[config.mk]
export PLATFORM = sky130hd
export DESIGN_NAME = bounded_ordered_list_table
export DESIGN_NICKNAME = d
export VERILOG_FILES = /design/src/bolt_pkg.sv /design/src/bounded_ordered_list_table.sv /design/src/bolt_cell.sv
export VERILOG_INCLUDE_DIRS = /design/src /design/src/src
export SDC_FILE = /design/constraint.sdc
export NUM_CORES = 2
export LEC_CHECK = 0
export BUFFER_PORTS_ARGS = -buffer_cell sky130_fd_sc_hd__buf_2
export CORE_MARGIN = 3
export CORE_UTILIZATION = 35
export DETAILED_ROUTE_END_ITERATION = 10
export GPL_TIMING_DRIVEN = 0
export PLACE_DENSITY = 0.5
export SLEW_MARGIN = 0
export SYNTH_ARGS = -nofsm -noshare
export SYNTH_HDL_FRONTEND = slang
export SYNTH_SLANG_ARGS = --single-unit
[constraint.sdc]
create_clock -name clk -period 9.3 [get_ports clk]
set_input_delay 1.395 -clock clk [delete_from_list [all_inputs] [get_ports clk]]
set_output_delay 1.395 -clock clk [all_outputs]
set_load 0.01 [all_outputs]
[src/bounded_ordered_list_table_defines.svh]
// ----------------------------------------------------------------------------
// Bounded ordered list table: assertion macros
// Shared property shapes used by the list table's checks.
// ----------------------------------------------------------------------------
`ifndef BOUNDED_ORDERED_LIST_TABLE_DEFINES_SVH
`define BOUNDED_ORDERED_LIST_TABLE_DEFINES_SVH

// Same-cycle implication, sampled on the rising clock edge outside reset.
`define BOLT_ASSERT_IMP(lbl, ante, cons, msg) \
    lbl: assert property (@(posedge clk) disable iff (!rst_n) (ante) |-> (cons)) \
        else $error(msg);

// Next-cycle implication, sampled on the rising clock edge outside reset.
`define BOLT_ASSERT_NXT(lbl, ante, cons, msg) \
    lbl: assert property (@(posedge clk) disable iff (!rst_n) (ante) |=> (cons)) \
        else $error(msg);

`endif

[src/bolt_pkg.sv]
// ----------------------------------------------------------------------------
// Bounded ordered list table package
// Sizes, operation and status codes, controller states and cell controls.
// ----------------------------------------------------------------------------
`default_nettype none

package bolt_pkg;

    localparam int CAPACITY = 16;
    localparam int WORD_W   = 32;
    localparam int IDX_W    = $clog2(CAPACITY);
    localparam int CNT_W    = $clog2(CAPACITY + 1);
    localparam int OP_W     = 3;
    localparam int POS_W    = 5;
    localparam int STAT_W   = 3;
    localparam int FOUND_W  = 4;

    typedef enum logic [OP_W-1:0] {
        OP_READ   = 3'd0,
        OP_FIND   = 3'd1,
        OP_INSERT = 3'd2,
        OP_DELETE = 3'd3,
        OP_APPEND = 3'd4,
        OP_POP    = 3'd5
    } op_t;

    typedef enum logic [STAT_W-1:0] {
        STAT_OK       = 3'd0,
        STAT_BADPOS   = 3'd1,
        STAT_FULL     = 3'd2,
        STAT_EMPTY    = 3'd3,
        STAT_NOTFOUND = 3'd4
    } status_t;

    typedef enum logic {
        S_IDLE = 1'b0,
        S_EXEC = 1'b1
    } state_t;

    // Per-cell controls: load the request word, take the word from the cell
    // below (shift up) or take the word from the cell above (shift down).
    typedef struct packed {
        logic load;
        logic take_lower;
        logic take_upper;
    } cell_ctrl_t;

endpackage

`default_nettype wire

[src/bounded_ordered_list_table.sv]
// A word accepted on start is captured in the request registers and moves the controller
// to its execute state; the row of entry cells, the result registers and done are loaded
// from that state. A new word is not accepted until the execute state has ended.
// busy is high for the execute cycle only; start may be raised again while done shows.
// Reset clears the fill count and the controller; entries hold no reset value.
// The receiver cannot stall: done flags each result for exactly one cycle.
// ----------------------------------------------------------------------------
// Bounded ordered list table
// Fixed-capacity ordered list of signed words built as a row of entry cells.
// ----------------------------------------------------------------------------
`default_nettype none
`include "bounded_ordered_list_table_defines.svh"

module bounded_ordered_list_table
    import bolt_pkg::*;
(
    input  wire logic                     clk,
    input  wire logic                     rst_n,
    input  wire logic                     start,
    output logic                          busy,
    input  wire logic [OP_W-1:0]          operation,
    input  wire logic [POS_W-1:0]         position,
    input  wire logic signed [WORD_W-1:0] word_in,
    output logic                          done,
    output logic [STAT_W-1:0]             status,
    output logic signed [WORD_W-1:0]      word_out,
    output logic [FOUND_W-1:0]            found_at,
    output logic [CNT_W-1:0]              fill_count
);

    state_t            state_reg, state_next;
    logic [OP_W-1:0]   op_reg;
    logic [POS_W-1:0]  pos_reg;
    logic [WORD_W-1:0] key_reg;
    logic [CNT_W-1:0]  count_reg, count_next;

    logic              done_reg;
    logic [STAT_W-1:0] status_reg, status_next;
    logic [WORD_W-1:0] rdata_reg, rdata_next;
    logic [FOUND_W-1:0] found_reg, found_next;

    cell_ctrl_t        ctrl [CAPACITY];
    logic [WORD_W-1:0] cell_word [CAPACITY];
    logic [CAPACITY-1:0] match;

    logic              accept;
    logic              exec;
    logic              ins_ok, del_ok, app_ok;
    logic [IDX_W-1:0]  rd_addr;
    logic [IDX_W-1:0]  hit_idx;
    logic              hit_any;

    assign accept = start && (state_reg == S_IDLE);
    assign exec   = (state_reg == S_EXEC);

    // Request validity, judged against the count held before the request.
    always_comb
    begin
        ins_ok = (op_reg == OP_INSERT) && ({1'b0, pos_reg} <= {1'b0, count_reg})
                 && (count_reg < CNT_W'(CAPACITY));
        del_ok = (op_reg == OP_DELETE) && ({1'b0, pos_reg} < {1'b0, count_reg});
        app_ok = (op_reg == OP_APPEND) && (count_reg < CNT_W'(CAPACITY));
    end

    always_comb
    begin
        for (int i = 0; i < CAPACITY; i++)
        begin
            ctrl[i].load       = exec && ((ins_ok && (POS_W'(i) == pos_reg))
                                 || (app_ok && (CNT_W'(i) == count_reg)));
            ctrl[i].take_lower = exec && ins_ok && (POS_W'(i) > pos_reg)
                                 && (CNT_W'(i) <= count_reg);
            ctrl[i].take_upper = exec && del_ok && (POS_W'(i) >= pos_reg)
                                 && (CNT_W'(i + 1) < count_reg);
        end
    end

    for (genvar g = 0; g < CAPACITY; g++)
    begin : g_cell
        bolt_cell u_cell
        (
            .clk        (clk),
            .ctrl       (ctrl[g]),
            .lower_word ((g == 0) ? '0 : cell_word[(g == 0) ? 0 : g - 1]),
            .upper_word ((g == CAPACITY - 1) ? '0
                         : cell_word[(g == CAPACITY - 1) ? g : g + 1]),
            .key        (key_reg),
            .word       (cell_word[g]),
            .match      (match[g])
        );
    end

    // Lowest held entry that matches the key.
    always_comb
    begin
        hit_idx = '0;
        hit_any = 1'b0;
        for (int i = CAPACITY - 1; i >= 0; i--)
        begin
            if (match[i] && (CNT_W'(i) < count_reg))
            begin
                hit_idx = IDX_W'(i);
                hit_any = 1'b1;
            end
        end
    end

    // One read port: the popped entry or the addressed one.
    assign rd_addr = (op_reg == OP_POP) ? IDX_W'(count_reg - CNT_W'(1))
                                        : IDX_W'(pos_reg);

    always_comb
    begin
        state_next  = state_reg;
        count_next  = count_reg;
        status_next = STAT_OK;
        rdata_next  = '0;
        found_next  = '0;
        unique case (state_reg)
            S_IDLE:
            begin
                if (start)
                begin
                    state_next = S_EXEC;
                end
            end
            S_EXEC:
            begin
                state_next = S_IDLE;
                unique case (op_reg)
                    OP_READ:
                    begin
                        if ({1'b0, pos_reg} >= {1'b0, count_reg})
                        begin
                            status_next = STAT_BADPOS;
                        end
                        else
                        begin
                            rdata_next = cell_word[rd_addr];
                        end
                    end
                    OP_FIND:
                    begin
                        if (hit_any)
                        begin
                            found_next = FOUND_W'(hit_idx);
                        end
                        else
                        begin
                            status_next = STAT_NOTFOUND;
                        end
                    end
                    OP_INSERT:
                    begin
                        if ({1'b0, pos_reg} > {1'b0, count_reg})
                        begin
                            status_next = STAT_BADPOS;
                        end
                        else if (!ins_ok)
                        begin
                            status_next = STAT_FULL;
                        end
                        else
                        begin
                            count_next = count_reg + CNT_W'(1);
                        end
                    end
                    OP_DELETE:
                    begin
                        if (!del_ok)
                        begin
                            status_next = STAT_BADPOS;
                        end
                        else
                        begin
                            count_next = count_reg - CNT_W'(1);
                        end
                    end
                    OP_APPEND:
                    begin
                        if (!app_ok)
                        begin
                            status_next = STAT_FULL;
                        end
                        else
                        begin
                            count_next = count_reg + CNT_W'(1);
                        end
                    end
                    OP_POP:
                    begin
                        if (count_reg == '0)
                        begin
                            status_next = STAT_EMPTY;
                        end
                        else
                        begin
                            rdata_next = cell_word[rd_addr];
                            count_next = count_reg - CNT_W'(1);
                        end
                    end
                    default:
                    begin
                        status_next = STAT_OK;
                    end
                endcase
            end
            default:
            begin
                state_next = S_IDLE;
            end
        endcase
    end

    always_ff @(posedge clk or negedge rst_n)
    begin
        if (!rst_n)
        begin
            state_reg <= S_IDLE;
            count_reg <= '0;
            done_reg  <= 1'b0;
        end
        else
        begin
            state_reg <= state_next;
            count_reg <= count_next;
            done_reg  <= exec;
        end
    end

    always_ff @(posedge clk)
    begin
        if (accept)
        begin
            op_reg  <= operation;
            pos_reg <= position;
            key_reg <= word_in;
        end
        if (exec)
        begin
            status_reg <= status_next;
            rdata_reg  <= rdata_next;
            found_reg  <= found_next;
        end
    end

    assign busy       = exec;
    assign done       = done_reg;
    assign status     = status_reg;
    assign word_out   = rdata_reg;
    assign found_at   = found_reg;
    assign fill_count = count_reg;

    `BOLT_ASSERT_NXT(a_accept_busy, start && !busy, busy, "accepted word did not start execution")
    `BOLT_ASSERT_NXT(a_exec_done, busy, done && !busy, "execution did not finish in one cycle")
    `BOLT_ASSERT_IMP(a_count_bound, 1'b1, count_reg <= CNT_W'(CAPACITY), "fill count above capacity")
    `BOLT_ASSERT_IMP(a_full_count, done && (status == STAT_FULL), fill_count == CNT_W'(CAPACITY), "full reported below capacity")
    `BOLT_ASSERT_IMP(a_empty_count, done && (status == STAT_EMPTY), fill_count == '0 && word_out == '0, "empty pop with data or entries")

endmodule

`default_nettype wire

[src/bolt_cell.sv]
// ----------------------------------------------------------------------------
// List entry cell
// Holds one entry, shifts with its neighbours and compares against the key.
// ----------------------------------------------------------------------------
`default_nettype none

module bolt_cell
    import bolt_pkg::*;
(
    input  wire logic              clk,
    input  wire cell_ctrl_t        ctrl,
    input  wire logic [WORD_W-1:0] lower_word,
    input  wire logic [WORD_W-1:0] upper_word,
    input  wire logic [WORD_W-1:0] key,
    output logic      [WORD_W-1:0] word,
    output logic                   match
);

    logic [WORD_W-1:0] word_reg;
    logic [WORD_W-1:0] word_next;

    always_comb
    begin
        priority if (ctrl.load)
        begin
            word_next = key;
        end
        else if (ctrl.take_lower)
        begin
            word_next = lower_word;
        end
        else if (ctrl.take_upper)
        begin
            word_next = upper_word;
        end
        else
        begin
            word_next = word_reg;
        end
    end

    always_ff @(posedge clk)
    begin
        word_reg <= word_next;
    end

    assign word  = word_reg;
    assign match = (word_reg == key);

endmodule

`default_nettype wire
# After elaboration in Yosys (flattened, before gate mapping)
# Cells that the tools add are included.
# word_totals
regBits	598
input_bits	43
output_inout_bits	46
wordCells	439
# classes
n_addsub	2
order_cmp	71
eq_ne	56
muxes	102
n_bitwise	4
reduce_logical	176
# op_table
operator	n
$mux 32	52
$eq 32x32->1	16
$logic_and 1x1->1	135
$bmux 32 s4	1
$eq 4x5->1 const A	16
$pmux 32 s2	1
$reduce_bool 3->1	16
$eq 3x5->1 const A	8
$ge 4x5->1 const A	8
$gt 4x5->1 const A	8
$le 4x5->1 const A	8
$lt 4x5->1 const A	8
$mux 4	9
$mux 5	5
$eq 2x5->1 const A	4
$ge 3x5->1 const A	4
$gt 3x5->1 const A	4
$le 3x5->1 const A	4
$lt 3x5->1 const A	4
$mux 1	20
$pmux 5 s4	1
$pmux 3 s6	1
$logic_or 1x1->1	16
$mux 3	5
34 further kinds	57

# Depth between registers and ports, before layout
# depth
word_depth	20
ltp_mapped	15
ltp_nobuf	12

# By module
# A second synthesis with hierarchy kept.
# hier_totals
cells_unflattened	3949
area_unflattened_um2	40620.2
# modules_own_cells
mod	instances	cells_per_inst	area_per_inst_um2	seq_area_each_um2
bolt_cell	16	183	1984.4	960.9
bounded_ordered_list_table	1	1021	8869.8	2547.4

# Least setup slack after synthesis
# No wires, ideal clock.
# synth_path
path_type	reg2reg
start	register count_reg[3], in the netlist fill_count[3]
end	register g_cell[10].u_cell.word_reg[0], enable pin
setup_ps	533
arrival_ps	6013
required_time_ps	8767
slack_ps	2754
stages_incl_launch_ff	11
path_buffers	3
synth_period_minus_slack_ps	6546
cell_sequence	dfrtp_1 > buf_2 > clkinv_1 > ha_1 > a21o_1 > a21oi_1 > nand2_1 > or3_1 > clkbuf_1 > clkbuf_1 > o311ai_0
# synth_between
elab_chain_cells	7
elab_cells_between_ends	21
classes_between	order compare (5); eq/ne (1); reduce/logical (15)
# synth_lines
element	line	rtl
start, declared	bounded_ordered_list_table.sv:35	logic [CNT_W-1:0] count_reg, count_next;
start signal, assigned	bounded_ordered_list_table.sv:226	count_reg <= count_next;
$le 5x5->1	bounded_ordered_list_table.sv:59	ins_ok = (op_reg == OP_INSERT) && ({1'b0, pos_reg} <= {1'b0, count_reg})
$logic_and 1x1->1	bounded_ordered_list_table.sv:59	
$logic_and 1x1->1	bounded_ordered_list_table.sv:60	&& (count_reg < CNT_W'(CAPACITY));
$logic_and 1x1->1, on equally long branches	bounded_ordered_list_table.sv:71, bounded_ordered_list_table.sv:69	
$logic_and 1x1->1 / $logic_or 1x1->1 (equally long branches)	bounded_ordered_list_table.sv:71, bounded_ordered_list_table.sv:70	
$logic_and 1x1->1, on equally long branches	bounded_ordered_list_table.sv:72, bounded_ordered_list_table.sv:69	
$reduce_bool 3->1 (no source line) *	-	
end signal, assigned	bolt_cell.sv:44	word_reg <= word_next;
end, declared	bolt_cell.sv:19	logic [WORD_W-1:0] word_reg;
# Mark *: on every way between the ends. The rest lies on a longest branch, timed or not.
# A chain may end at the register's enable or synchronous reset.

# Final worst setup path
# layout_path
start	register count_reg[4], in the netlist fill_count[4]
end	register g_cell[0].u_cell.word_reg[19], enable pin
# layout_between
elab_chain_cells	7
elab_cells_between_ends	21
classes_between	order compare (5); reduce/logical (16)
# layout_lines
element	line
$le 5x5->1	bounded_ordered_list_table.sv:59
$logic_and 1x1->1	bounded_ordered_list_table.sv:59
$logic_and 1x1->1	bounded_ordered_list_table.sv:60
$logic_and 1x1->1, on equally long branches	bounded_ordered_list_table.sv:71, bounded_ordered_list_table.sv:69
$logic_and 1x1->1 / $logic_or 1x1->1 (equally long branches)	bounded_ordered_list_table.sv:71, bounded_ordered_list_table.sv:70
$logic_and 1x1->1, on equally long branches	bounded_ordered_list_table.sv:72, bounded_ordered_list_table.sv:69
$reduce_bool 3->1 (no source line) *	-
end signal, assigned	bolt_cell.sv:44
end, declared	bolt_cell.sv:19
# Marks and branches as above.

==> flow_metrics.tcl <==
set metrics [dict create \
    power.net_switching_w 0.00250 \
    cts_tree "done" \
    rsz0062_at_grt "no" \
    vias 32400 \
    synthCells 3630 \
    p_leak_nw 15.2 \
    fillers 11100 \
    dpl-instance-area_um2 42500 \
    seqCellArea_um2 17900 \
    cts.sinks 598 \
    cts.path.max_buffers 3 \
    dieArea_um2 118000 \
    num_rows 123 \
    portBuffers 88 \
    grt_pass1_wl_mm 261 \
    synth_cell_types 60 \
    combPwrFrac_pct 19.5 \
    gp_congestion 1.09 \
    tightestPinTransition_ns 1.67 \
    maxCapViolations 1 \
    tns_ns 0 \
    fin_worst_skew_ns 0.0339 \
    postCtsSetupRepairBufs 0 \
    core_area_um2 113000 \
    start_util_pct 35.3 \
    routedWlPerCell_um 36.0 \
    fin_area_um2 45100 \
    grt_max_degree 33 \
    crit_required_ns 9.67 \
    final_antenna_net_count 0 \
    wirelength_mm 194 \
    antenna_found_initial 10 \
    seq_power_share_pct 39.4 \
    drt_iter0_markers 4767 \
    first_pass_iters 6 \
    cts_resized 0 \
    yosysSeqAreaShare_pct 45.0 \
    cts_hold_buf 0 \
    io_pins 89 \
    p_sw_share_pct 31.8 \
    grt_overflow 0 \
    clkLatencyLatePin_ns 0.68 \
    clkTransAtPathRegs_ns 0.05 \
    worstSetupEndpointType "flop" \
    setup_viol 0 \
    cp.arrival_ns 6.50 \
    holdWs_ns 0.564 \
    cp-start-kind "flop" \
    synthArstFlopShare_pct 1.17 \
    fp.dieW_um 343 \
    ys_warn_count 0 \
    p_per_area_nw_per_um2 174 \
    hpwl_mm 158 \
    hold_viol_final 0 \
    power.share.clock_pct 41.0 \
    p_int_w 0.00536 \
    grt_pass1_vias 30800 \
    fp.dieH_um 343 \
    cp_max_fo 10 \
    clock.fmax_mhz 163 \
    max_slew_margin_pct -11.0 \
    drive_gt1_share_pct 14.4 \
    synth.cell_area_um2 39800 \
    synth_edf_count 591 \
    grtUsageTotal_pct 32.3 \
    yosys_register_bits 598 \
    status "finished with violations" \
    cts_max_level 3 \
    period_share_pct 65.9 \
    worstSetupPathType "reg -> reg" \
    min_path_type "in -> async" \
    largest_reg_flops 512 \
    power_w 0.00786 \
    failed_checks "capacitance limit, slew limit" \
    cts-buffers-inserted 77 \
    cts_root_buffer "clkbuf_16" \
    syn-num-nets 3683 \
    synth_flop_cell "edfxtp_1" \
    fin_crit_ns 6.13 \
    drc 0 \
    syn_area_per_cell_um2 11.0 \
    peakVddDrop_uv 145 \
    syn2layout_area_growth_pct 13.2 \
    via_per_inst 6.02 \
    maxSlewViolCount 11 \
    multi_input_area_um2 20200 \
    final_nets 3873 \
    fin_util_pct 40.0 \
]
==> per-layer routing <==
layer  routed length [µm]  GRT usage (%)  vias up
met1                78100           43.2    16400
met2                85700           49.6     1972
met3                21100           9.11      286
met5                   96              0        -
met4                 8810           12.6       12
li1                     -              -    13700
==> path summary, 6_finish.rpt <==
kind,slack (ns),from,to,cells after the start
hold reg to reg,0.62,g_cell[1].u_cell.word[15]$_DFFE_PP_,g_cell[0].u_cell.word[15]$_DFFE_PP_,2
min in group clk,0.62,g_cell[1].u_cell.word[15]$_DFFE_PP_,g_cell[0].u_cell.word[15]$_DFFE_PP_,2
setup / recovery,3.17,fill_count[4]$_DFFE_PN0P_,g_cell[0].u_cell.word[19]$_DFFE_PP_,16
max in group asynchronous,8.58,rst_n,busy$_DFF_PN0_,1
hold / removal,0.56,rst_n,fill_count[1]$_DFFE_PN0P_,1
setup reg to reg,3.17,fill_count[4]$_DFFE_PN0P_,g_cell[0].u_cell.word[19]$_DFFE_PP_,16
==> through the flow <==
step / setup WS [ns] / std cells
floorplan: 2.75 / 3630
global placement: -1.57 / 5218
detailed placement: 3.30 / 5241
CTS: 3.28 / 5381
global route: 2.89 / 5381
finish: 3.17 / 5383
==> power by group through the flow <==
stage	Clock, W	Sequential [W]	Combinational [W]
6_report	0.00323	0.00310	0.00154
5_1_grt	0.00333	0.00311	0.00156
4_1_cts	0.00324	0.00310	0.00147
3_5_place_dp	0	0.00316	0.00146
3_3_place_gp	0	0.00316	0.00145
2_1_floorplan	0	0.00314	0.000796
==> placed cells by master, fill, tap and decap left out, drive strengths merged, types with 100 or more instances in the layout <==
cell type / instances
xnor2: 168
clkbuf: 227
nor2: 459
mux4: 128
edfxtp: 591
buf: 328
mux2i: 480
xor2: 350
nor4: 100
a21oi: 438
nand2: 163
==> critical path: stages, from the launching register on <==
cell	delay (ns)
dfrtp_1	0.51
clkinv_1	0.58
ha_1	0.54
and3_1	0.21
nand3_1	0.20
a21boi_2	0.25
nand3_2	0.20
or2_4	0.38
o22ai_1	0.92
inv_2	0.31
clkbuf_1	0.40
o41ai_2	0.26
buf_4	0.29
buf_4	0.19
buf_4	0.19
buf_4	0.20
buf_4	0.19
==> synth_stat cells, types with 3 or more instances <==
cell / instances / area (µm²)
nor3_1: 24 / 120
buf_4: 21 / 158
or4_1: 6 / 45.0
ha_1: 10 / 125
dfrtp_1: 7 / 175
and2_1: 4 / 25.0
mux4_2: 128 / 2880
a211oi_1: 66 / 495
o21ai_0: 23 / 115
buf_2: 118 / 591
clkbuf_1: 131 / 492
edfxtp_1: 591 / 17700
nand2b_1: 5 / 31.3
xor2_1: 350 / 3070
nor4_1: 99 / 619
nand3_1: 19 / 95.1
buf_1: 51 / 191
nand4_1: 54 / 338
or3_1: 6 / 37.5
a22o_1: 33 / 289
mux2i_1: 480 / 4800
o21a_1: 4 / 30.0
nor2b_1: 39 / 244
nor2_1: 458 / 1720
nor3b_1: 7 / 52.6
o311ai_0: 3 / 26.3
nand2_1: 162 / 608
buf_6: 27 / 304
o21ai_1: 25 / 125
inv_1: 8 / 30.0
a31oi_1: 8 / 50.1
xnor2_1: 168 / 1470
nor3_4: 7 / 114
a21oi_1: 438 / 2190
a22oi_1: 9 / 67.6
inv_2: 3 / 11.3
and3_1: 8 / 50.1
==> cell type report <==
type,instances,share of cell area (%)
clock buffer,96,4.71
inverter,13,0.108
sequential,598,39.8
timing repair buffer,111,1.56
multi-input combinational,2671,44.8
antenna,2,0.0111
clock inverter,44,1.09
tap,1500,4.16
buffer,348,3.85
==> kinds of logic after synthesis <==
family,after synthesis,share of synthesized area [%]
xor+xnor,518,11.4
simple gates,908,10.5
mux,608,19.3
fa+ha+maj,10,0.314
flops,598,45.0
compound gates,627,8.98
buf+inv,361,4.48
Power figures use the tool's default switching activity.
